[src/bf3m_fifo.sv]
// Short beat queue between the front and the back of the filter.
// No dependencies.
module bf3m_fifo #(
	parameter int WIDTH = 16,
	parameter int DEPTH = 4
) (
	input  logic             clk,
	input  logic             arst_n,
	input  logic             push,
	input  logic [WIDTH-1:0] push_data,
	output logic             full,
	input  logic             pop,
	output logic             empty,
	output logic [WIDTH-1:0] head_data
);

	localparam int PW = (DEPTH > 1) ? $clog2(DEPTH) : 1;
	localparam int CW = $clog2(DEPTH + 1);

	logic [WIDTH-1:0] slot_q [DEPTH];
	logic [PW-1:0]    wr_ptr_q;
	logic [PW-1:0]    rd_ptr_q;
	logic [CW-1:0]    count_q;

	assign full      = (count_q == CW'(DEPTH));
	assign empty     = (count_q == '0);
	assign head_data = slot_q[rd_ptr_q];

	always_ff @(posedge clk or negedge arst_n) begin
		if (!arst_n) begin
			wr_ptr_q <= '0;
			rd_ptr_q <= '0;
			count_q  <= '0;
		end else begin
			if (push) begin
				wr_ptr_q <= (wr_ptr_q == PW'(DEPTH - 1)) ? '0 : wr_ptr_q + PW'(1);
			end
			if (pop) begin
				rd_ptr_q <= (rd_ptr_q == PW'(DEPTH - 1)) ? '0 : rd_ptr_q + PW'(1);
			end
			if (push && !pop) begin
				count_q <= count_q + CW'(1);
			end else if (pop && !push) begin
				count_q <= count_q - CW'(1);
			end
		end
	end

	always_ff @(posedge clk) begin
		if (push) begin
			slot_q[wr_ptr_q] <= push_data;
		end
	end

endmodule

[config.mk]
export PLATFORM = sky130hd
export DESIGN_NAME = bf3m_fifo
export DESIGN_NICKNAME = d
export VERILOG_FILES = /design/src/bf3m_fifo.sv
export SDC_FILE = /design/constraint.sdc
export NUM_CORES = 1
export LEC_CHECK = 0
export BUFFER_PORTS_ARGS = -buffer_cell sky130_fd_sc_hd__buf_2
export CORE_MARGIN = 1
export CORE_UTILIZATION = 56
export DETAILED_ROUTE_END_ITERATION = 12
export PLACE_DENSITY = 0.78
export SETUP_SLACK_MARGIN = 0.15
export SLEW_MARGIN = 20
export SYNTH_ARGS = -nofsm -noshare
export SYNTH_HDL_FRONTEND = slang
export SYNTH_SLANG_ARGS = --single-unit
[constraint.sdc]
create_clock -name clk -period 1.65 [get_ports clk]
set_input_delay 0.33 -clock clk [delete_from_list [all_inputs] [get_ports clk]]
set_output_delay 0.33 -clock clk [all_outputs]
set_load 0.005 [all_outputs]
Word level (Yosys, flattened, before mapping)
Memory sizes are Yosys's and may differ from the RTL's.
Cells that the tools add are included.

cells by class
  $add $sub $neg = 4
  equality and inequality tests = 3
  multiplexer cells = 6
  reduce and logical (&&, ||, !) cells = 6

operator list
  operator               count
  $mux W3                2
  $add A2 B1 Y2 const B  2
  $eq A2 B2 Y1 const B   2
  $mux W2                2
  $add A3 B1 Y3 const B  1
  $eq A3 B3 Y1 const B   1
  $logic_not A3 Y1       1
  $sub A3 B1 Y3 const B  1
  $logic_and A1 B1 Y1    2
  $logic_not A1 Y1       2
  $mux W1                2
  $reduce_bool A2 Y1     1

storage, ports and cells
  flip-flop bits (word level) = 7
  bits in writable memories = 64
  logic and storage cells = 23
  memories kept = 1

memory list
  name    words  bits a word  read ports  clocked after Yosys merged registers in  wr ports  line  text
  slot_q  4      16           1           0                                        1         20    logic [WIDTH-1:0] slot_q [DEPTH];

Logic depth before layout (Yosys ltp)
  depth after elaboration = 4
  gate-level depth with buffers = 7
  gate-level depth less buffers = 7

Least setup slack after synthesis
Ideal clock, no wire load.

  path kind = reg2out
  start point = register rd_ptr_q[0]
  end point = output head_data[0]
  data arrival time = 1.128 ns
  required time = 1.320 ns
  setup slack = 0.192 ns
  cell stages (with the launch flop) = 4
  path buffers = 2
  cell sequence = dfrtp_1 buf_6 buf_12 mux4_2

on the way
  cells in the longest elaborated chain, start to end = 1

RTL lines
  item                    line  text
  from (decl)             22    logic [PW-1:0] rd_ptr_q;
  from (signal assigned)  39    rd_ptr_q <= (rd_ptr_q == PW'(DEPTH - 1)) ? '0 : rd_ptr_q + PW'(1);
  $mem_v2 Z4 W16          n/a
  to (decl)               14    output logic [WIDTH-1:0] head_data

Every way passes these cells.

Final worst setup path
  start point = register rd_ptr_q[0]
  end point = output head_data[2]

The elaborated chain is that of the path after synthesis.

==> results.md <==
- Least-Margin Pin Slew: 465 ps
- Mapped Area: 2760 sq um
- Type of the worst setup path: flop to primary output
- Crit path required time: 1320 ps
- Slew Viols, Final: 0
- Clk slew on worst S/H paths: 70 ps
- Starting Density: 58.5%
- Tightest Hold Check Type: input pin to flop
- Antenna violations before repair: 0
- # DRC: 0
- Yosys top cell area share: 69.5%
- Die height: 72.3 microns
- Detail Route Antenna Nets: 0
- Critical-path maximum fanout: 8
- Sequential area share after synthesis: 75.9%
- Max-cap viol count: 0
- Area leader, netlist: edfxtp_1
- Max Clock Freq: 529 MHz
- Place WS: -52.7 ps
- Tcrit/Tclk final: 115%
- CP endpoint kind: primary output
- Synthesis-stage register bit count: 71
- Syn Inst Count: 121
- Die W: 72.3 microns
- Routed WL: 4660 microns
- Routability Congestion: 0.692
- Post-Syn Nets: 148
- # IOs: 38
- Core Region: 4720 sq um
- GR Overflow Total: 0
- Crit path launch type: flop
- Final net count: 204
- Clk_lat worst skew: 330 ps
- Avg Inst Size Synth: 22.8 sq um
- Area growth syn-to-layout: 17.6%
- Post-Route Setup TNS: -3590 ps
- CTS tree: done
- # Post-CTS Setup Buffers: 0
- Yosys synthesis warning count: 0
- Worst VDD drop: 844 uV
- Largest cells by area after synthesis: edfxtp_1 70%, mux4_1 7.6%, mux4_2 6.5%, dfrtp_1 6.3%, ha_1 2.7%
- Final WS setup: -242 ps
- Hold Vio Cnt, Final: 0
- Routed len/inst: 18.8 microns
- Vias in the first global route: 1440
- Status: finished with violations
- Hpwl dp: 3090 microns
- Setup-failing EPs final: 16
- Leak pwr: 1.19 nW
- Tmin final: 1890 ps
- Detailed Routing Iterations Pass 1: 4
- Cts bufs inserted: 9
- Clock root buffer master: clkbuf_8
- Max-slew headroom: 69.0%
- Tot GR Track Use: 20.3%
- RSZ-0062 raised after global routing: yes
- Layout cells sized above 1: 45.9%
- DR vias/cell: 5.41
- Clk buf depth: 2
- Cell variety after synth: 20
- Vias post-DR: 1341
- Arrival time worst endpoint: 1560 ps
- Count of clock tree sinks: 71
- Antenna diodes: 0
- First-pass GRT wire length: 7380 microns
- Failing checks: negative setup slack
- Pwr dens: 1590 nW/um^2
- H-tree Lvls: 3
- Initial DRC count: 100
- # rows: 25
- Die area: 5220 sq um
- Worst Skew: 8.51 ps
- Port Buf Inserts: 37
- Largest net degree at the start of global routing: 17
-- what timing repair did --
item | CTS | global route
hold buffers | 1 | 0
endpoints found under the setup margin | 32 | 21
endpoints found under the hold margin | 7 | 0
gates cloned | 0 | 0
gates resized for setup | 11 | 4
-- Yosys cell counts --
cell	count
edfxtp_1	64
mux4_1	8
mux4_2	8
dfrtp_1	7
ha_1	6
and2_1	4
inv_1	4
buf_2	2
mux2_2	2
nand2_1	2
nor2_1	2
nor3_1	2
o21ai_0	2
xor2_1	2
a21o_2	1
buf_12	1
buf_6	1
fa_1	1
nor3b_1	1
xnor2_1	1
-- cells by family (layout without fill, tap and decap cells) --
| logic type | Yosys count | count (layout) | share of synthesized area [%] |
|---|---|---|---|
| DFF | 71 | 71 | 75.9 |
| xor gates and xnor gates | 3 | 3 | 0.951 |
| adders and majority gates | 7 | 7 | 3.44 |
| buffers and inverters | 8 | 68 | 2.04 |
| and+or+nand+nor | 11 | 11 | 2.08 |
| AOI/OAI and AO/OA | 3 | 3 | 0.679 |
| muxes | 18 | 18 | 14.9 |
-- flip-flops by register name, indices dropped and copies added (netlist names) --
signal,flops
wr_ptr_q,2
rd_ptr_q,2
count_q,3
slot_q,64
-- layer usage --
| metal | vias up | global-route usage (%) | wire [microns] |
|---|---|---|---|
| met5 | - | 0 | 0 |
| met4 | 0 | 10.5 | 90 |
| met3 | 11 | 4.31 | 142 |
| met2 | 29 | 32.5 | 2430 |
| met1 | 701 | 26.9 | 1990 |
| li1 | 600 | - | - |
-- layout by cell type (no fill, tap or decap), types with 2 or more instances in the layout --
master,Yosys,routed
and2_1,4,2
and2_2,0,2
buf_12,1,2
buf_2,2,37
buf_4,0,7
buf_6,1,2
clkbuf_1,0,4
clkbuf_8,0,9
clkinv_2,0,2
dfrtp_1,7,6
edfxtp_1,64,64
ha_1,6,6
inv_1,4,4
mux2_2,2,2
mux4_2,8,16
nand2_1,2,2
nor2_1,2,2
o21ai_0,2,2
xor2_1,2,2
-- worst paths after layout --
path	depth (start not counted)	from	endpoint	slack (ps)
setup / recovery	3	rd_ptr_q[0]$_DFFE_PN0P_	head_data[2]	-240
min in group asynchronous	2	arst_n	wr_ptr_q[0]$_DFFE_PN0P_	360
hold / removal	1	push_data[5]	slot_q[0][5]$_DFFE_PP_	210
hold reg to reg	1	count_q[2]$_DFFE_PN0P_	count_q[2]$_DFFE_PN0P_	540
max in group asynchronous	2	arst_n	count_q[0]$_DFFE_PN0P_	1110
setup reg to reg	2	wr_ptr_q[0]$_DFFE_PN0P_	slot_q[3][4]$_DFFE_PP_	220
-- cell type report --
type | instances | area (sq um)
inverter | 4 | 15.0
fill | 304 | 1470
multi-input combinational | 42 | 593
sequential | 71 | 2100
tap | 67 | 83.8
clock buffer | 13 | 139
timing repair buffer | 49 | 310
clock inverter | 2 | 10.0
-- worst max-delay path, cell delays in order (launching register included) --
cell and delay, ps:
dfrtp_1 390, buf_6 190, mux4_2 520, buf_2 140
-- where the power goes --
| group | internal [mW] | total, mW | switching, mW |
|---|---|---|---|
| clock network | 0.535 | 1.11 | 0.571 |
| registers | 2.33 | 2.51 | 0.174 |
| logic | 0.853 | 1.55 | 0.696 |
-- per-stage QoR --
| step | cells | cell area, sq um | power [mW] | util, % | hold WS, ps |
|---|---|---|---|---|---|
| 6_report | 248 | 3250 | 5.16 | 68.8 | 212 |
| 2_1_floorplan | 121 | 2760 | 3.41 | - | 34.4 |
| 5_1_grt | 248 | 3250 | 5.44 | 68.8 | 201 |
| 3_3_place_gp | 232 | 3100 | 3.91 | 65.6 | 168 |
| 3_5_place_dp | 232 | 3100 | 4.04 | 65.6 | 175 |
| 4_1_cts | 248 | 3240 | 5.19 | 68.5 | 199 |
Note: power is estimated with default switching activity, not from simulation.
