===== config.mk =====
export PLATFORM = sky130hd
export DESIGN_NAME = bf3m_front
export DESIGN_NICKNAME = d
export VERILOG_FILES = /design/src/bf3m_pkg.sv /design/src/bf3m_front.sv
export SDC_FILE = /design/constraint.sdc
export NUM_CORES = 1
export LEC_CHECK = 0
export ABC_CLOCK_PERIOD_IN_PS = 3100
export BUFFER_PORTS_ARGS = -buffer_cell sky130_fd_sc_hd__buf_2
export CAP_MARGIN = 20
export CORE_UTILIZATION = 40
export DETAILED_ROUTE_END_ITERATION = 10
export SYNTH_ARGS = -nofsm -noshare
export SYNTH_HDL_FRONTEND = slang
export SYNTH_SLANG_ARGS = --single-unit

===== constraint.sdc =====
create_clock -name clk -period 3.1 [get_ports clk]
set_clock_uncertainty 0.15 [all_clocks]
set_input_delay 0.465 -clock clk [delete_from_list [all_inputs] [get_ports clk]]
set_output_delay 0.465 -clock clk [all_outputs]
set_load 0.02 [all_outputs]

===== src/bf3m_pkg.sv =====
// Shared types and constants for the 3x3 box mean filter.
// Used by the front, back and top modules; no dependencies.
package bf3m_pkg;

	localparam int DEF_MAX_WIDTH  = 1024;
	localparam int DEF_MAX_HEIGHT = 1024;
	localparam int DEF_PIXEL_BITS = 8;

	localparam int CFG_IDX_W  = 1;
	localparam int CFG_DATA_W = 11;
	localparam int FRAC_BITS  = 8;
	localparam int CNT_W      = 4;
	localparam int QUEUE_DEPTH = 4;

	localparam int RESET_DIM = 1024;

	typedef enum logic [CFG_IDX_W-1:0] {
		REG_IMAGE_WIDTH  = 1'b0,
		REG_IMAGE_HEIGHT = 1'b1
	} cfg_reg_t;

	typedef struct packed {
		logic             emit;
		logic             last;
		logic             wr_en;
		logic             use_above;
		logic             use_two;
		logic             add_s;
		logic             add_cs1;
		logic [CNT_W-1:0] count;
	} item_ctl_t;

	localparam int CTL_W = $bits(item_ctl_t);

endpackage


===== src/bf3m_front.sv =====
// Front end: frame geometry registers, raster position and beat classification.
// Depends on bf3m_pkg.
module bf3m_front #(
	parameter int MAX_WIDTH  = bf3m_pkg::DEF_MAX_WIDTH,
	parameter int MAX_HEIGHT = bf3m_pkg::DEF_MAX_HEIGHT,
	parameter int PIXEL_BITS = bf3m_pkg::DEF_PIXEL_BITS
) (
	input  logic                            clk,
	input  logic                            arst_n,
	input  logic                            cfg_we,
	input  logic [bf3m_pkg::CFG_IDX_W-1:0]  cfg_idx,
	input  logic [bf3m_pkg::CFG_DATA_W-1:0] cfg_wdata,
	input  logic                            in_valid,
	input  logic                            q_full,
	input  logic                            cmd,
	input  logic [PIXEL_BITS-1:0]           pixel,
	output logic                            push,
	output bf3m_pkg::item_ctl_t             push_ctl,
	output logic [$clog2(MAX_WIDTH)-1:0]    push_addr,
	output logic [PIXEL_BITS-1:0]           push_pix
);

	localparam int WB = $clog2(MAX_WIDTH + 1);
	localparam int CB = $clog2(MAX_WIDTH);
	localparam int RB = $clog2(MAX_HEIGHT + 2);
	localparam int RST_W = (MAX_WIDTH < bf3m_pkg::RESET_DIM) ? MAX_WIDTH : bf3m_pkg::RESET_DIM;
	localparam int RST_H = (MAX_HEIGHT < bf3m_pkg::RESET_DIM) ? MAX_HEIGHT : bf3m_pkg::RESET_DIM;

	logic [WB-1:0] width_q;
	logic [RB-1:0] height_q;
	logic [CB-1:0] col_q;
	logic [RB-1:0] row_q;

	logic [WB-1:0] width_new;
	logic [RB-1:0] height_new;
	logic          col_zero;
	logic          row_end;
	logic          in_frame;
	logic [1:0]    rows;
	logic [1:0]    cols;

	assign push = in_valid && !q_full;

	always_comb begin
		if (cfg_wdata == '0) begin
			width_new  = WB'(1);
			height_new = RB'(1);
		end else begin
			width_new  = (32'(cfg_wdata) > MAX_WIDTH) ? WB'(MAX_WIDTH) : WB'(cfg_wdata);
			height_new = (32'(cfg_wdata) > MAX_HEIGHT) ? RB'(MAX_HEIGHT) : RB'(cfg_wdata);
		end
	end

	always_comb begin
		col_zero = (col_q == '0);
		row_end  = ((WB'(col_q) + WB'(1)) >= width_q);
		in_frame = (row_q < height_q);
		push_ctl = '0;
		rows     = 2'd1;
		cols     = 2'd1;
		if (col_zero) begin
			// close the row two rows up from the stored column sums
			push_ctl.emit    = (row_q >= RB'(2));
			push_ctl.last    = (row_q > height_q);
			push_ctl.add_s   = 1'b0;
			push_ctl.add_cs1 = (width_q >= WB'(2));
			rows = 2'd1 + 2'(row_q > RB'(2)) + 2'(row_q <= height_q);
			cols = (width_q >= WB'(2)) ? 2'd2 : 2'd1;
		end else begin
			push_ctl.emit    = (row_q >= RB'(1)) && (row_q <= height_q);
			push_ctl.last    = 1'b0;
			push_ctl.add_s   = 1'b1;
			push_ctl.add_cs1 = (col_q > CB'(1));
			rows = 2'd1 + 2'(row_q > RB'(1)) + 2'(row_q < height_q);
			cols = 2'd2 + 2'(col_q > CB'(1));
		end
		push_ctl.count     = bf3m_pkg::CNT_W'(rows) * bf3m_pkg::CNT_W'(cols);
		push_ctl.wr_en     = in_frame;
		push_ctl.use_above = (row_q >= RB'(1)) && (row_q <= height_q);
		push_ctl.use_two   = (row_q >= RB'(2)) && (row_q <= height_q);
		push_addr          = col_q;
		push_pix           = (in_frame && !cmd) ? pixel : '0;
	end

	always_ff @(posedge clk or negedge arst_n) begin
		if (!arst_n) begin
			width_q  <= WB'(RST_W);
			height_q <= RB'(RST_H);
			col_q    <= '0;
			row_q    <= '0;
		end else if (cfg_we) begin
			case (cfg_idx)
				bf3m_pkg::REG_IMAGE_WIDTH: begin
					width_q <= width_new;
				end
				bf3m_pkg::REG_IMAGE_HEIGHT: begin
					height_q <= height_new;
				end
				default: begin
				end
			endcase
			col_q <= '0;
			row_q <= '0;
		end else if (push) begin
			if (row_q > height_q) begin
				col_q <= '0;
				row_q <= '0;
			end else if (row_end) begin
				col_q <= '0;
				row_q <= row_q + RB'(1);
			end else begin
				col_q <= col_q + CB'(1);
			end
		end
	end

endmodule


Word-level counts from Yosys, hierarchy flattened
Cells that the tools add are included.
- flip-flop bits (word level): 43
- latch bits: 0
- bits in writable memories: 0
- bits in read-only memories: 0
- bits of input ports: 26
- output and inout bits: 30
- memories kept: 0
- add/sub/neg operators: 8
- multiply operators: 1
- div/mod/pow operators: 0
- $lt $le $gt $ge: 11
- eq/ne operators: 0
- shift-type cells: 0
- multiplexer cells: 16
- bitwise operators: 1
- reductions and logical operators: 13
- operators by type and width (operator ; count):
    $mux 11 ; 6
    $mux 10 ; 4
    $ge 11x2->1 const B ; 2
    $add 10x1->11 const B ; 1
    $add 11x1->11 const B ; 1
    $ge 11x1->1 const B ; 1
    $ge 11x11->1 ; 1
    $gt 11x1->1 const B ; 1
    $gt 11x11->1 ; 1
    $gt 11x11->1 const B ; 1
    $gt 11x2->1 const B ; 1
    $le 11x11->1 ; 1
    $logic_not 11->1 ; 1
    $lt 11x11->1 ; 1
    $add 10x1->10 const B ; 1
    $gt 10x1->1 const B ; 1
    $logic_not 10->1 ; 1
    $mux 2 ; 5
    $mux 8 ; 1
    $reduce_and 2->1 ; 3
    $add 1x1->2 const A ; 2
    $add 2x1->2 ; 2
    $logic_and 1x1->1 ; 4
    $mul 2x2->4 ; 1
    other kinds (5) ; 6

Depth between registers and ports, before layout
Gate-level depths: netlist of the first run.
- depth in word-level cells: 6
- gate-level depth with buffers: 14
- mapped depth without buffers: 13

Worst setup path before layout of the first run
OpenSTA, ideal clock, no wires.
- kind: register to register
- start: register col_q[0], in the netlist push_addr[0]
- end: register row_q[7]
- library setup time: 0.069 ns
- data arrival time: 3.031 ns
- required time: 2.881 ns
- slack: -0.150 ns
- stages on the path, launching flop included: 14
- buffers on the path: 1
- clock period less this slack: 3.250 ns
- cell sequence: dfrtp_1 -> ha_1 -> nand3_1 -> inv_1 -> nand3_1 -> nor2_1 -> xor2_1 -> ha_1 -> nand4_1 -> o31ai_1 -> nor2_1 -> clkbuf_1 -> or4_1 -> nand3_1
- longest elaborated chain between the ends: 4
- RTL lines (item ; RTL line ; text):
    from (decl) ; bf3m_front.sv:31 ; logic [CB-1:0] col_q;
    from (signal assigned) ; bf3m_front.sv:112 ; col_q <= col_q + CB'(1);
    $add 10x1->11 ; bf3m_front.sv:56 ; row_end = ((WB'(col_q) + WB'(1)) >= width_q);
    $ge 11x11->1 ; bf3m_front.sv:56 ;
    $reduce_bool 3->1 (no line) ; - ;
    $reduce_and 2->1 (no line) ; - ;
    to (signal assigned) ; bf3m_front.sv:110 ; row_q <= row_q + RB'(1);
    to (decl) ; bf3m_front.sv:32 ; logic [RB-1:0] row_q;
Every way passes these cells.
A chain may end at the register's enable or synchronous reset.

==> results of run 1 <==
state kept, by name, indices dropped and copies added (netlist names):
register,count
height_q,11
push_addr,10
row_q,11
width_q,11
logic make-up after synthesis:
| kind of cell | Yosys count |
|---|---|
| AO/OA/AOI/OAI | 88 |
| XOR/XNOR | 8 |
| adder cells (fa/ha/maj) | 32 |
| buffers and inverters | 42 |
| flip-flops | 43 |
| multiplexers | 5 |
| AND/OR/NAND/NOR | 139 |
final cells by class:
type                       count  area share
clock inverter                 3    0.003703
timing repair buffer          94      0.1527
clock buffer                   5     0.01697
sequential                    43      0.2669
tap                           99     0.03055
multi-input combinational    272      0.4986
inverter                      31     0.03055
power by group:
| part | total, W | switching (W) | internal [W] | leakage [nW] |
|---|---|---|---|---|
| Clock | 0.000356 | 0.000202 | 0.000155 | 0.0477 |
| Combinational | 0.000741 | 0.000412 | 0.000330 | 1.32 |
| Sequential | 0.000639 | 0.0000315 | 0.000607 | 0.569 |
| Total | 0.00174 | 0.000645 | 0.00109 | 1.94 |
cell usage in the layout, fill, tap and decap left out, types with 4 or more instances in the layout:
cell / n
a31oi_1: 4
inv_1: 27
o21ai_0: 29
and3_1: 7
xnor2_1: 5
or4_1: 7
nor4_1: 5
o21a_1: 4
ha_1: 24
dfrtp_1: 38
o22ai_1: 5
buf_2: 50
nand2b_1: 13
mux2_2: 5
ha_4: 8
a21oi_1: 14
nand4_1: 7
nand2_1: 49
and2_1: 8
o211ai_1: 5
clkbuf_8: 5
nor2_1: 12
nand3_1: 12
buf_4: 38
worst reg2reg max path: cells and delay by family, from the launching register on:
family	cells	cell delay [ns]
compound gates	1	0.26
xor+xnor	1	0.14
fa+ha+maj	1	0.31
buf+inv	3	0.42
flops	1	0.43
simple gates	7	1.19
through the flow:
step                hold WS [ns]  worst slack, ns  setup TNS, ns
global route              0.3280          -0.4262         -1.198
CTS                       0.2079          -0.3453        -0.7873
floorplan                0.01941        0.0002218              0
finish                    0.3169          -0.3267        -0.8093
detailed placement        0.3236          -0.1890        -0.3643
global placement          0.3157          -0.1278        -0.1832
metal layers:
layer,GRT usage,up-vias,share of wire
li1,-,1457,-
met5,0,-,0
met4,0.05483,0,0.014
met1,0.2873,1337,0.49
met2,0.3581,75,0.46
met3,0.02770,7,0.036
path summary, 6_finish.rpt:
kind | startpoint | end
setup / recovery | height_q[8]$_DFFE_PN0P_ | push_ctl[2]
hold / removal | cfg_wdata[8] | width_q[8]$_DFFE_PN0P_
setup reg to reg | push_addr[0]$_DFFE_PN0P_ | row_q[7]$_DFFE_PN0P_
hold reg to reg | width_q[8]$_DFFE_PN0P_ | width_q[8]$_DFFE_PN0P_
max in group asynchronous | arst_n | width_q[10]$_DFFE_PN1P_
min in group asynchronous | arst_n | push_addr[2]$_DFFE_PN0P_
what timing repair did:
item,in CTS,in global routing
hold endpoints to repair,0,2
pin swaps,7,12
hold buffers,0,1
buffers inserted,0,6
gates resized for setup,17,28
setup endpoints to repair,4,33
==> qor.json, run 1 <==
{
  "area.growth.synth_to_final_pct": 32.61,
  "worstSetupPathType": "reg2out",
  "clock_tree.htree_level_count": 2,
  "ys.warnings.count": 0,
  "design_power_total_w": 0.001737,
  "placement.cell_area_um2": 3667,
  "pwr_density_cell_nw_per_um2": 428.3,
  "hold_fails_final_rpt": 0,
  "synth.largest_area_cell": "dfrtp_1",
  "timing.critical_path.arrival_ns": 2.81,
  "synth.area.top_cells": "dfrtp_1, ha_1, nand2_1",
  "netlist_instances": 357,
  "post-synth-top-count-cell": "nand2_1",
  "cts_num_sinks": 43,
  "critical_path_buf_inv_count": 3,
  "route.final.wire_length_um": 7984,
  "critical_path.cell_chain": "inv_2 > ha_4 > a211oi_2 > nor2_1 > a2111o_4 > buf_12 > ha_4 > o22ai_4 > ha_4 > ha_4 > buf_6",
  "cp_data_required_time_ns": 2.48,
  "timing.hold.worst_path_depth": 3,
  "main_combinational_cell_family_by_area_after_synthesis": "simple AND/OR/NAND/NOR gates",
  "ys_async_sr_fraction": 1.000,
  "synth_largest_type_area_fraction": 0.3355,
  "cts_tree": "built",
  "fin_util": 0.5532,
  "viasPerCell": 5.258,
  "final_min_period_over_clock_period": 1.105,
  "path_common_cell": "ha_4",
  "vias": 2876,
  "post-route-min-period_ns": 3.427,
  "drc": 0,
  "routabilityCongestion": 0.8418,
  "ys_types": 45,
  "synthMuxAreaShare": 0.01841,
  "postRouteAntennaNets": 0,
  "peakVddDrop_mv": 0.1796,
  "cp_slowest_stage_delay_ns": 0.52,
  "ctsLongestPathBuffers": 2,
  "grt_pass1_wl_um": 12810,
  "finalNonFillerCells": 547,
  "drv_slew": 0,
  "critical_path_top_delay_cell": "a2111o_4",
  "ys_dominant_reg_cell": "dfrtp_1",
  "cts_root_buf": "clkbuf_8",
  "die_height_um": 89.44,
  "yosysSeqAreaShare": 0.3527,
  "floorplan.initialDensity": 0.4171,
  "synth-adder-area-share": 0.1309,
  "avgSynthCellArea_um2": 8.566,
  "dr.first_iter.drc_count": 172,
  "fill_cells": 685,
  "initial_antenna_violation_count": 0,
  "post_route_worst_setup_slack_ns": -0.3267,
  "die_width_um": 89.44,
  "synth-simple-area-share": 0.2283,
  "layout.area.seq_um2": 1082,
  "max_freq_ghz": 0.2918,
  "num-nets-final": 505,
  "clk_pin_slew_worst_paths_ns": 0.08,
  "placed_cells_incl_taps": 531,
  "endpoint_kind": "output port",
  "flop_and_latch_count_out_of_synthesis": 43,
  "failed_checks": "negative setup slack",
  "synth_compound_area_frac": 0.1915,
  "timing.reg2reg.setup_slack_ns": 0.14,
  "multi_input_comb_area_um2": 2022,
  "post-route-cell-area_um2": 4055,
  "max_cap_violations": 0,
  "setup_repair_after_global_routing_missed_its_margin": "yes",
  "num_io_pins": 56,
  "num_antenna_cells": 0,
  "synth.cells.most_frequent": "nand2_1, dfrtp_1, ha_1",
  "maximum_number_of_pins_on_one_net_before_global_route_repair": 44,
  "timing.slew.headroom": 0.5615,
  "setup_viol": 4,
  "number_of_gates_on_the_worst_path_with_buffers_counted": 11,
  "cts-buffers-inserted": 5,
  "grt.overflow.total": 0,
  "grt_pass1_vias": 2620,
  "clk-insertion-delay-late_ns": 0.30,
  "r2r_cells": 13,
  "critical_path_peak_fanout": 3,
  "mappedNetlistArea_um2": 3058,
  "tightestPinTransition_ns": 0.6577,
  "post_route_cells_drive_above_1_share": 0.3281,
  "static_leak_nw": 1.936,
  "yosys.area_share.xor_xnor": 0.02291,
  "setup.worst_path.start_class": "flop",
  "synth-edff-count": 0,
  "portBuffers": 55,
  "status": "finished with violations",
  "drtPass1Iterations": 4,
  "std_cell_rows": 31,
  "gr-usage-all-layers": 0.2121,
  "place.detailed.hpwl_um": 6132,
  "synth_fp_nets": 415,
  "holdCritPathClass": "in2reg",
  "die_footprint_um2": 7999,
  "routed_wire_length_per_instance_um": 14.60,
  "cp_top_family": "compound AO/OA/AOI/OAI gates",
  "core_area_um2": 7331
}
No activity file was read; power rests on OpenSTA's default activity.
==> run 2: changes to the inputs <==
--- a/config.mk
+++ b/config.mk
@@ -5,11 +5,12 @@
 export SDC_FILE = /design/constraint.sdc
 export NUM_CORES = 1
 export LEC_CHECK = 0
-export ABC_CLOCK_PERIOD_IN_PS = 3100
-export BUFFER_PORTS_ARGS = -buffer_cell sky130_fd_sc_hd__buf_2
+export ABC_CLOCK_PERIOD_IN_PS = 4000
 export CAP_MARGIN = 20
 export CORE_UTILIZATION = 40
 export DETAILED_ROUTE_END_ITERATION = 10
+export DONT_BUFFER_PORTS = 1
+export RECOVER_POWER = 50
 export SYNTH_ARGS = -nofsm -noshare
 export SYNTH_HDL_FRONTEND = slang
 export SYNTH_SLANG_ARGS = --single-unit
==> constraint.sdc (replaced) <==
create_clock -name clk -period 4 [get_ports clk]
set_clock_uncertainty 0.15 [all_clocks]
set_input_delay 0.6 -clock clk [delete_from_list [all_inputs] [get_ports clk]]
set_output_delay 0.6 -clock clk [all_outputs]
set_load 0.02 [all_outputs]
==> run 2 against run 1 <==
Against the previous run:
- setup slack improved by 0.48 ns
- critical path type unchanged
- critical path depth fell by 1
- die area did not move
- non-clock buffer count fell by 88
- sequential share of layout area rose by 6.1 points
- via count fell by 9.8%
- register-to-register slack improved by 0.23 ns
- final cell count fell by 16%
- the run ends with max-capacitance violations, max-slew violations left
- hold slack got worse by 0.067 ns
- clock power fell by 4%
- first-iteration DRC count rose by 2.9%
- sequential cell count did not move
==> qor.json, run 2 (synthesized netlist as in run 1, its figures left out) <==
{
  "r2r_cells": {"value": 12, "change": "-1"},
  "clock_tree.htree_level_count": {"value": 2, "change": "unchanged"},
  "postCtsHoldBufs": {"value": 2, "change": "+2"},
  "clk_pin_slew_worst_paths": {"value": 0.08, "unit": "ns", "change": "about the same"},
  "hold_fails_final_rpt": {"value": 0, "change": "unchanged"},
  "cts_tree": "built",
  "failed_checks": "max-capacitance violations, max-slew violations",
  "critical_path_peak_fanout": {"value": 8, "change": "+5"},
  "cts-buffers-inserted": {"value": 5, "change": "unchanged"},
  "critical_path_top_delay_cell": "a2111o_4",
  "max_cap_violations": {"value": 1, "change": "+1"},
  "num-nets-final": {"value": 417, "change": "-17%"},
  "cts_num_sinks": {"value": 43, "change": "unchanged"},
  "critical_path.cell_chain": "ha_1 > a21oi_1 > a211oi_1 > a2111o_4 > nand2_1 > inv_1 > ha_1 > o22ai_1 > ha_1 > ha_1",
  "power.share.clock": {"value": 0.279, "change": "+0.074"},
  "regToRegEndpoint": "row_q[10]$_DFFE_PN0P_",
  "postCtsSetupBuffers": {"value": 0, "change": "unchanged"},
  "die_height": {"value": 89.44, "unit": "um", "change": "unchanged"},
  "initial_antenna_violation_count": {"value": 0, "change": "unchanged"},
  "grt.overflow.total": {"value": 0, "change": "unchanged"},
  "die_footprint": {"value": 7999, "unit": "um2", "change": "unchanged"},
  "postRouteAntennaNets": {"value": 0, "change": "unchanged"},
  "mostFrequentLayoutCells": "nand2_1, dfrtp_1, ha_1",
  "tightestPinTransition": {"value": 2.301, "unit": "ns", "change": "+1.644 ns"},
  "vias": {"value": 2594, "change": "-9.8%"},
  "post_route_cells_drive_above_1_share": {"value": 0.06389, "change": "-0.2642"},
  "power_switching_share": {"value": 0.3550, "change": "-0.01630"},
  "dr.first_iter.drc_count": {"value": 177, "change": "+2.9%"},
  "worstSetupPathType": "reg2out",
  "area.growth.synth_to_final_pct": 7.406,
  "cts_root_buf": "clkbuf_8",
  "pwr_density_cell": {"value": 371.2, "unit": "nW/um2", "change": "-13%"},
  "std_cell_rows": {"value": 31, "change": "unchanged"},
  "clk-insertion-delay-late": {"value": 0.30, "unit": "ns", "change": "about the same"},
  "route.final.wire_length": {"value": 7257, "unit": "um", "change": "-9.1%"},
  "timing.critical_path.arrival": {"value": 3.09, "unit": "ns", "change": "+0.28 ns"},
  "post-route-min-period_ns": 3.843,
  "holdCritPathClass": "in2reg",
  "peakVddDrop": {"value": 0.1897, "unit": "mV", "change": "+5.7%"},
  "endpoint_kind": "output port",
  "place.detailed.hpwl": {"value": 5631, "unit": "um", "change": "-8.2%"},
  "timing.slew.headroom": {"value": -0.5342, "change": "-1.096"},
  "cp_slowest_stage_delay": {"value": 0.53, "unit": "ns", "change": "about the same"},
  "drv_slew": {"value": 44, "change": "+44"},
  "portBuffers": {"value": 0, "change": "-100%"},
  "number_of_resized_instances_in_the_post_cts_repair_step": {"value": 0, "change": "-17"},
  "power_frac_seq": {"value": 0.417, "change": "+0.049"},
  "routabilityCongestion": {"value": 0.9188, "change": "+9.1%"},
  "fill_cells": {"value": 740, "change": "+8.0%"},
  "status": "finished with violations",
  "setup_repair_after_global_routing_missed_its_margin": "no",
  "crit_path_end": "push_ctl[2]",
  "static_leak": {"value": 1.503, "unit": "nW", "change": "-22%"},
  "final_min_period_over_clock_period": 0.9607,
  "internal_power": {"value": 0.0007863, "unit": "W", "change": "-28%"},
  "drc": {"value": 0, "change": "unchanged"},
  "core_area": {"value": 7331, "unit": "um2", "change": "unchanged"},
  "setup.worst_path.start": "row_q[2]$_DFFE_PN0P_",
  "num_io_pins": {"value": 56, "change": "unchanged"},
  "ctsLongestPathBuffers": {"value": 2, "change": "unchanged"},
  "leading_cell_type_in_the_layout_fill_and_taps_excluded": "nand2_1",
  "p_comb_frac": {"value": 0.304, "change": "-0.123"},
  "fin_util": {"value": 0.4480, "change": "-0.1051"},
  "maximum_number_of_pins_on_one_net_before_global_route_repair": {"value": 44, "change": "unchanged"},
  "gr-usage-all-layers": {"value": 0.2013, "change": "-0.01079"},
  "largestRegisters": "height_q x11, row_q x11, width_q x11",
  "worst_r2r_startpoint": "push_addr[0]$_DFFE_PN0P_",
  "routed_wire_length_per_instance": {"value": 15.81, "unit": "um", "change": "+8.3%"},
  "power.net_switching": {"value": 0.0004328, "unit": "W", "change": "-33%"},
  "num_antenna_cells": {"value": 0, "change": "unchanged"},
  "grt_pass1_wl": {"value": 12000, "unit": "um", "change": "-6.4%"},
  "setup_tns": {"value": 0, "unit": "ns", "change": "+0.8093 ns"},
  "path_common_cell": "ha_1",
  "cp_data_required_time": {"value": 3.25, "unit": "ns", "change": "+0.77 ns"},
  "grt_pass1_vias": {"value": 2327, "change": "-11%"},
  "viasPerCell": {"value": 5.651, "change": "+7.5%"},
  "setup_viol": {"value": 0, "change": "-4"},
  "worst_hold_startpoint": "cfg_wdata[10]",
  "drtPass1Iterations": {"value": 6, "change": "+2"},
  "setup.worst_path.start_class": "flop",
  "floorplan.initialDensity": {"value": 0.4171, "change": "unchanged"},
  "die_width": {"value": 89.44, "unit": "um", "change": "unchanged"},
  "timing.reg2reg.setup_slack": {"value": 0.37, "unit": "ns", "change": "+0.23 ns"},
  "max_freq_ghz": 0.2602
}
-- run 2: cell count changes in the layout (fill, tap and decap cells not counted), sizes merged --
cell    change
bufinv      +1
clkinv      -3
clkbuf      +3
buf        -89
-- run 2: area by class of cell --
class / instances / area (um2) / share of cell area
well taps: 99 / 123.9 / 0.03771
inverters: 31 / 121.4 / 0.03695
repair buffers: 6 / 43.79 / 0.01333
multi-input cells: 272 / 1810 / 0.5512
flip-flops and latches: 43 / 1079 / 0.3284
clock inverters: 1 / 30.03 / 0.009143
clock buffers: 7 / 76.32 / 0.02324
-- run 2: worst min-delay path by stage --
stage	depth (start not counted)	slack [ns]	endpoint
floorplan	0	0.15	height_q[0]$_DFFE_PN0P_
global placement	0	0.16	push_addr[2]$_DFFE_PN0P_
detailed placement	0	0.15	push_addr[2]$_DFFE_PN0P_
CTS	1	0.24	height_q[0]$_DFFE_PN0P_
global route	1	0.23	height_q[0]$_DFFE_PN0P_
finish	1	0.25	height_q[0]$_DFFE_PN0P_
-- run 2: worst max-delay path: cells and delay by family, from the launching register on --
kind | cells | cell delay (ns)
adders and majority gates | 4 | 1.24
AOI/OAI and AO/OA | 4 | 0.84
DFF | 1 | 0.47
and+or+nand+nor | 1 | 0.13
buffers and inverters | 1 | 0.10
-- run 2: power groups by stage --
stage	sequential, W	clock, W	combinational (W)
floorplan	0.000506	0	0.000304
global placement	0.000515	0	0.000360
detailed placement	0.000516	0	0.000363
CTS	0.000507	0.000351	0.000379
global route	0.000514	0.000372	0.000425
finish	0.000508	0.000340	0.000371
-- run 2: layer usage --
layer	track usage	vias to the layer above	wire length, um
li1	-	1276	-
met1	0.3069	1231	3582
met2	0.2956	83	3143
met3	0.03601	4	482
met4	0.04329	0	47
met5	0	-	0
-- run 2: through the flow --
step / hold WS, ns / setup WS [ns] / area [um2] / cells / power, W
2_1_floorplan: 0.1544 / 0.6663 / 3058 / 357 / 0.0008108
3_3_place_gp: 0.1552 / 0.5466 / 3164 / 449 / 0.0008746
3_5_place_dp: 0.1550 / 0.4202 / 3164 / 449 / 0.0008796
4_1_cts: 0.2375 / 0.1482 / 3308 / 459 / 0.001238
5_1_grt: 0.2269 / 0.008282 / 3284 / 459 / 0.001310
6_report: 0.2498 / 0.1571 / 3284 / 459 / 0.001219
==> run 3: changes to the inputs <==
--- a/config.mk
+++ b/config.mk
@@ -8,6 +8,7 @@
 export ABC_CLOCK_PERIOD_IN_PS = 4000
 export CAP_MARGIN = 20
 export CORE_UTILIZATION = 40
+export CTS_BUF_LIST = sky130_fd_sc_hd__clkbuf_16
 export DETAILED_ROUTE_END_ITERATION = 10
 export DONT_BUFFER_PORTS = 1
 export RECOVER_POWER = 50
==> run 3 against run 2 <==
Against the previous run:
- the flow still finishes with violations (max-capacitance violations, max-slew violations)
- sequential cell count stayed put
- core utilization is 0.77 points higher
- hold slack better by 0.0081 ns
- sequential power hardly changed
- critical path type unchanged
- critical endpoint unchanged
- largest cell class unchanged
- highest routed layer unchanged
==> qor.json, run 3 (synthesized netlist as in run 1, its figures left out) <==
{
  "status": "finished with violations",
  "failed_checks": "max-capacitance violations, max-slew violations",
  "cp_data_required_time": {"value": 3.25, "unit": "ns", "change": "about the same"},
  "ctsLongestPathBuffers": {"value": 2, "change": "unchanged"},
  "final_min_period_over_clock_period": {"value": 0.9563, "change": "-0.004390"},
  "timing.slew.headroom": {"value": -0.4985, "change": "+0.03569"},
  "postRouteAntennaNets": {"value": 0, "change": "unchanged"},
  "worstSetupPathType": "reg2out",
  "num_io_pins": {"value": 56, "change": "unchanged"},
  "leading_cell_type_in_the_layout_fill_and_taps_excluded": "nand2_1",
  "critical_path_buf_inv_count": {"value": 1, "change": "unchanged"},
  "post-route-min-period": {"value": 3.825, "unit": "ns", "change": "-0.01756 ns"},
  "timing.critical_path.arrival": {"value": 3.08, "unit": "ns", "change": "about the same"},
  "area.growth.synth_to_final_pct": 9.247,
  "pwr_density_cell": {"value": 402.5, "unit": "nW/um2", "change": "+8.4%"},
  "cts-buffers-inserted": {"value": 5, "change": "unchanged"},
  "worstHoldEndpoint": "height_q[0]$_DFFE_PN0P_",
  "drc": {"value": 0, "change": "unchanged"},
  "die_footprint": {"value": 7999, "unit": "um2", "change": "unchanged"},
  "grt.overflow.total": {"value": 0, "change": "unchanged"},
  "num-nets-final": {"value": 417, "change": "unchanged"},
  "cp_slowest_stage_delay": {"value": 0.53, "unit": "ns", "change": "about the same"},
  "std_cell_rows": {"value": 31, "change": "unchanged"},
  "drv_slew": {"value": 42, "change": "-4.5%"},
  "r2r_cells": {"value": 12, "change": "unchanged"},
  "cts_tree": "built",
  "number_of_resized_instances_in_the_post_cts_repair_step": {"value": 0, "change": "unchanged"},
  "worst_hold_startpoint": "cfg_wdata[10]",
  "portBuffers": {"value": 0, "change": "unchanged"},
  "design_power_total": {"value": 0.001345, "unit": "W", "change": "+10%"},
  "fill_cells": {"value": 733, "change": "-0.95%"},
  "critical_path_top_delay_cell": "a2111o_4",
  "regToRegEndpoint": "row_q[10]$_DFFE_PN0P_",
  "floorplan.initialDensity": {"value": 0.4171, "change": "unchanged"},
  "path_common_cell": "ha_1",
  "tightestPinTransition": {"value": 2.248, "unit": "ns", "change": "-0.05353 ns"},
  "worst_r2r_startpoint": "push_addr[0]$_DFFE_PN0P_",
  "post_route_cells_drive_above_1_share": {"value": 0.06389, "change": "unchanged"},
  "static_leak": {"value": 1.537, "unit": "nW", "change": "+2.3%"},
  "dr.first_iter.drc_count": {"value": 185, "change": "+4.5%"},
  "gr-usage-all-layers": {"value": 0.2061, "change": "+0.004811"},
  "clk-insertion-delay-late": {"value": 0.29, "unit": "ns", "change": "about the same"},
  "holdCritPathClass": "in2reg",
  "route.final.wire_length": {"value": 7533, "unit": "um", "change": "+3.8%"},
  "timing.hold.worst_path_depth": {"value": 1, "change": "unchanged"},
  "core_area": {"value": 7331, "unit": "um2", "change": "unchanged"},
  "initial_antenna_violation_count": {"value": 0, "change": "unchanged"},
  "endpoint_kind": "output port",
  "routabilityCongestion": {"value": 0.9188, "change": "unchanged"},
  "vias": {"value": 2614, "change": "+0.77%"},
  "die_width": {"value": 89.44, "unit": "um", "change": "unchanged"},
  "drtPass1Iterations": {"value": 4, "change": "-2"},
  "viasPerCell": {"value": 5.695, "change": "+0.77%"},
  "max_freq": {"value": 0.2614, "unit": "GHz", "change": "+0.46%"},
  "clock_tree.htree_level_count": {"value": 2, "change": "unchanged"},
  "maximum_number_of_pins_on_one_net_before_global_route_repair": {"value": 42, "change": "-4.5%"},
  "clk_pin_slew_worst_paths": {"value": 0.06, "unit": "ns", "change": "-0.02 ns"},
  "placed_cells_incl_taps": {"value": 449, "change": "unchanged"},
  "die_height": {"value": 89.44, "unit": "um", "change": "unchanged"},
  "largestRegisters": "height_q x11, row_q x11, width_q x11",
  "postCtsSetupBuffers": {"value": 0, "change": "unchanged"},
  "setup_repair_after_global_routing_missed_its_margin": "no",
  "setup.worst_path.start_class": "flop",
  "cts_num_sinks": {"value": 43, "change": "unchanged"},
  "mostFrequentLayoutCells": "nand2_1, dfrtp_1, inv_1, ha_1, o21ai_0",
  "timing.reg2reg.setup_slack": {"value": 0.35, "unit": "ns", "change": "-0.02 ns"},
  "routed_wire_length_per_instance": {"value": 16.41, "unit": "um", "change": "+3.8%"},
  "grt_pass1_vias": {"value": 2372, "change": "+1.9%"},
  "num_antenna_cells": {"value": 0, "change": "unchanged"},
  "max_cap_violations": {"value": 1, "change": "unchanged"},
  "critical_path_peak_fanout": {"value": 8, "change": "unchanged"},
  "peakVddDrop": {"value": 0.1813, "unit": "mV", "change": "-4.4%"},
  "cts_root_buf": "clkbuf_16",
  "critical_path.cell_chain": "ha_1 > a21oi_1 > a211oi_1 > a2111o_4 > nand2_1 > inv_1 > ha_1 > o22ai_1 > ha_1 > ha_1",
  "grt_pass1_wl": {"value": 12220, "unit": "um", "change": "+1.8%"},
  "cp_top_family": "adder cells",
  "place.detailed.hpwl": {"value": 5631, "unit": "um", "change": "unchanged"},
  "finalNonFillerCells": {"value": 459, "change": "unchanged"},
  "setup_viol": {"value": 0, "change": "unchanged"},
  "setup_tns": {"value": 0, "unit": "ns", "change": "unchanged"},
  "hold_fails_final_rpt": {"value": 0, "change": "unchanged"}
}
run 3: area by class of cell:
| class | count | area (um2) | area share |
|---|---|---|---|
| clock inverters | 3 | 37.54 | 0.01124 |
| well taps | 99 | 123.9 | 0.03708 |
| inverters | 31 | 121.4 | 0.03633 |
| clock buffers | 5 | 125.1 | 0.03745 |
| multi-input cells | 272 | 1810 | 0.5419 |
| flip-flops and latches | 43 | 1079 | 0.3228 |
| repair buffers | 6 | 43.79 | 0.01311 |
run 3: worst max path at each step:
| stage | from | end | slack [ns] | cells after the start |
|---|---|---|---|---|
| floorplan | height_q[10]$_DFFE_PN1P_ | push_ctl[2] | 0.67 | 11 |
| global placement | row_q[2]$_DFFE_PN0P_ | push_ctl[2] | 0.55 | 10 |
| detailed placement | push_addr[0]$_DFFE_PN0P_ | row_q[9]$_DFFE_PN0P_ | 0.42 | 12 |
| CTS | row_q[2]$_DFFE_PN0P_ | push_ctl[2] | 0.17 | 10 |
| global route | row_q[2]$_DFFE_PN0P_ | push_ctl[2] | 0.04 | 10 |
| finish | row_q[2]$_DFFE_PN0P_ | push_ctl[2] | 0.17 | 10 |
run 3: layer usage:
metal	global-route usage	up-vias	wire length [um]
met4	0.05051	0	74
met5	0	-	0
li1	-	1275	-
met2	0.3033	99	3245
met3	0.03878	6	526
met1	0.3100	1234	3687
run 3: report_power, final:
part	switching [W]	total (W)	internal, W
Clock	0.000172	0.000463	0.000290
Combinational	0.000243	0.000372	0.000130
Sequential	0.0000391	0.000509	0.000470
run 3: repair_timing:
item	4_1_cts	5_1_grt
setup endpoints to repair	0	0
endpoints found under the hold margin	41	2
hold buffers	1	1
run 3: stage by stage:
stage	util	area, um2	setup slack (ns)	hold slack [ns]
3_3_place_gp	0.4316	3164	0.5466	0.1552
5_1_grt	0.4557	3341	0.03884	0.2504
2_1_floorplan	-	3058	0.6663	0.1544
3_5_place_dp	0.4316	3164	0.4202	0.1550
4_1_cts	0.4566	3347	0.1666	0.00009776
6_report	0.4557	3341	0.1747	0.2580
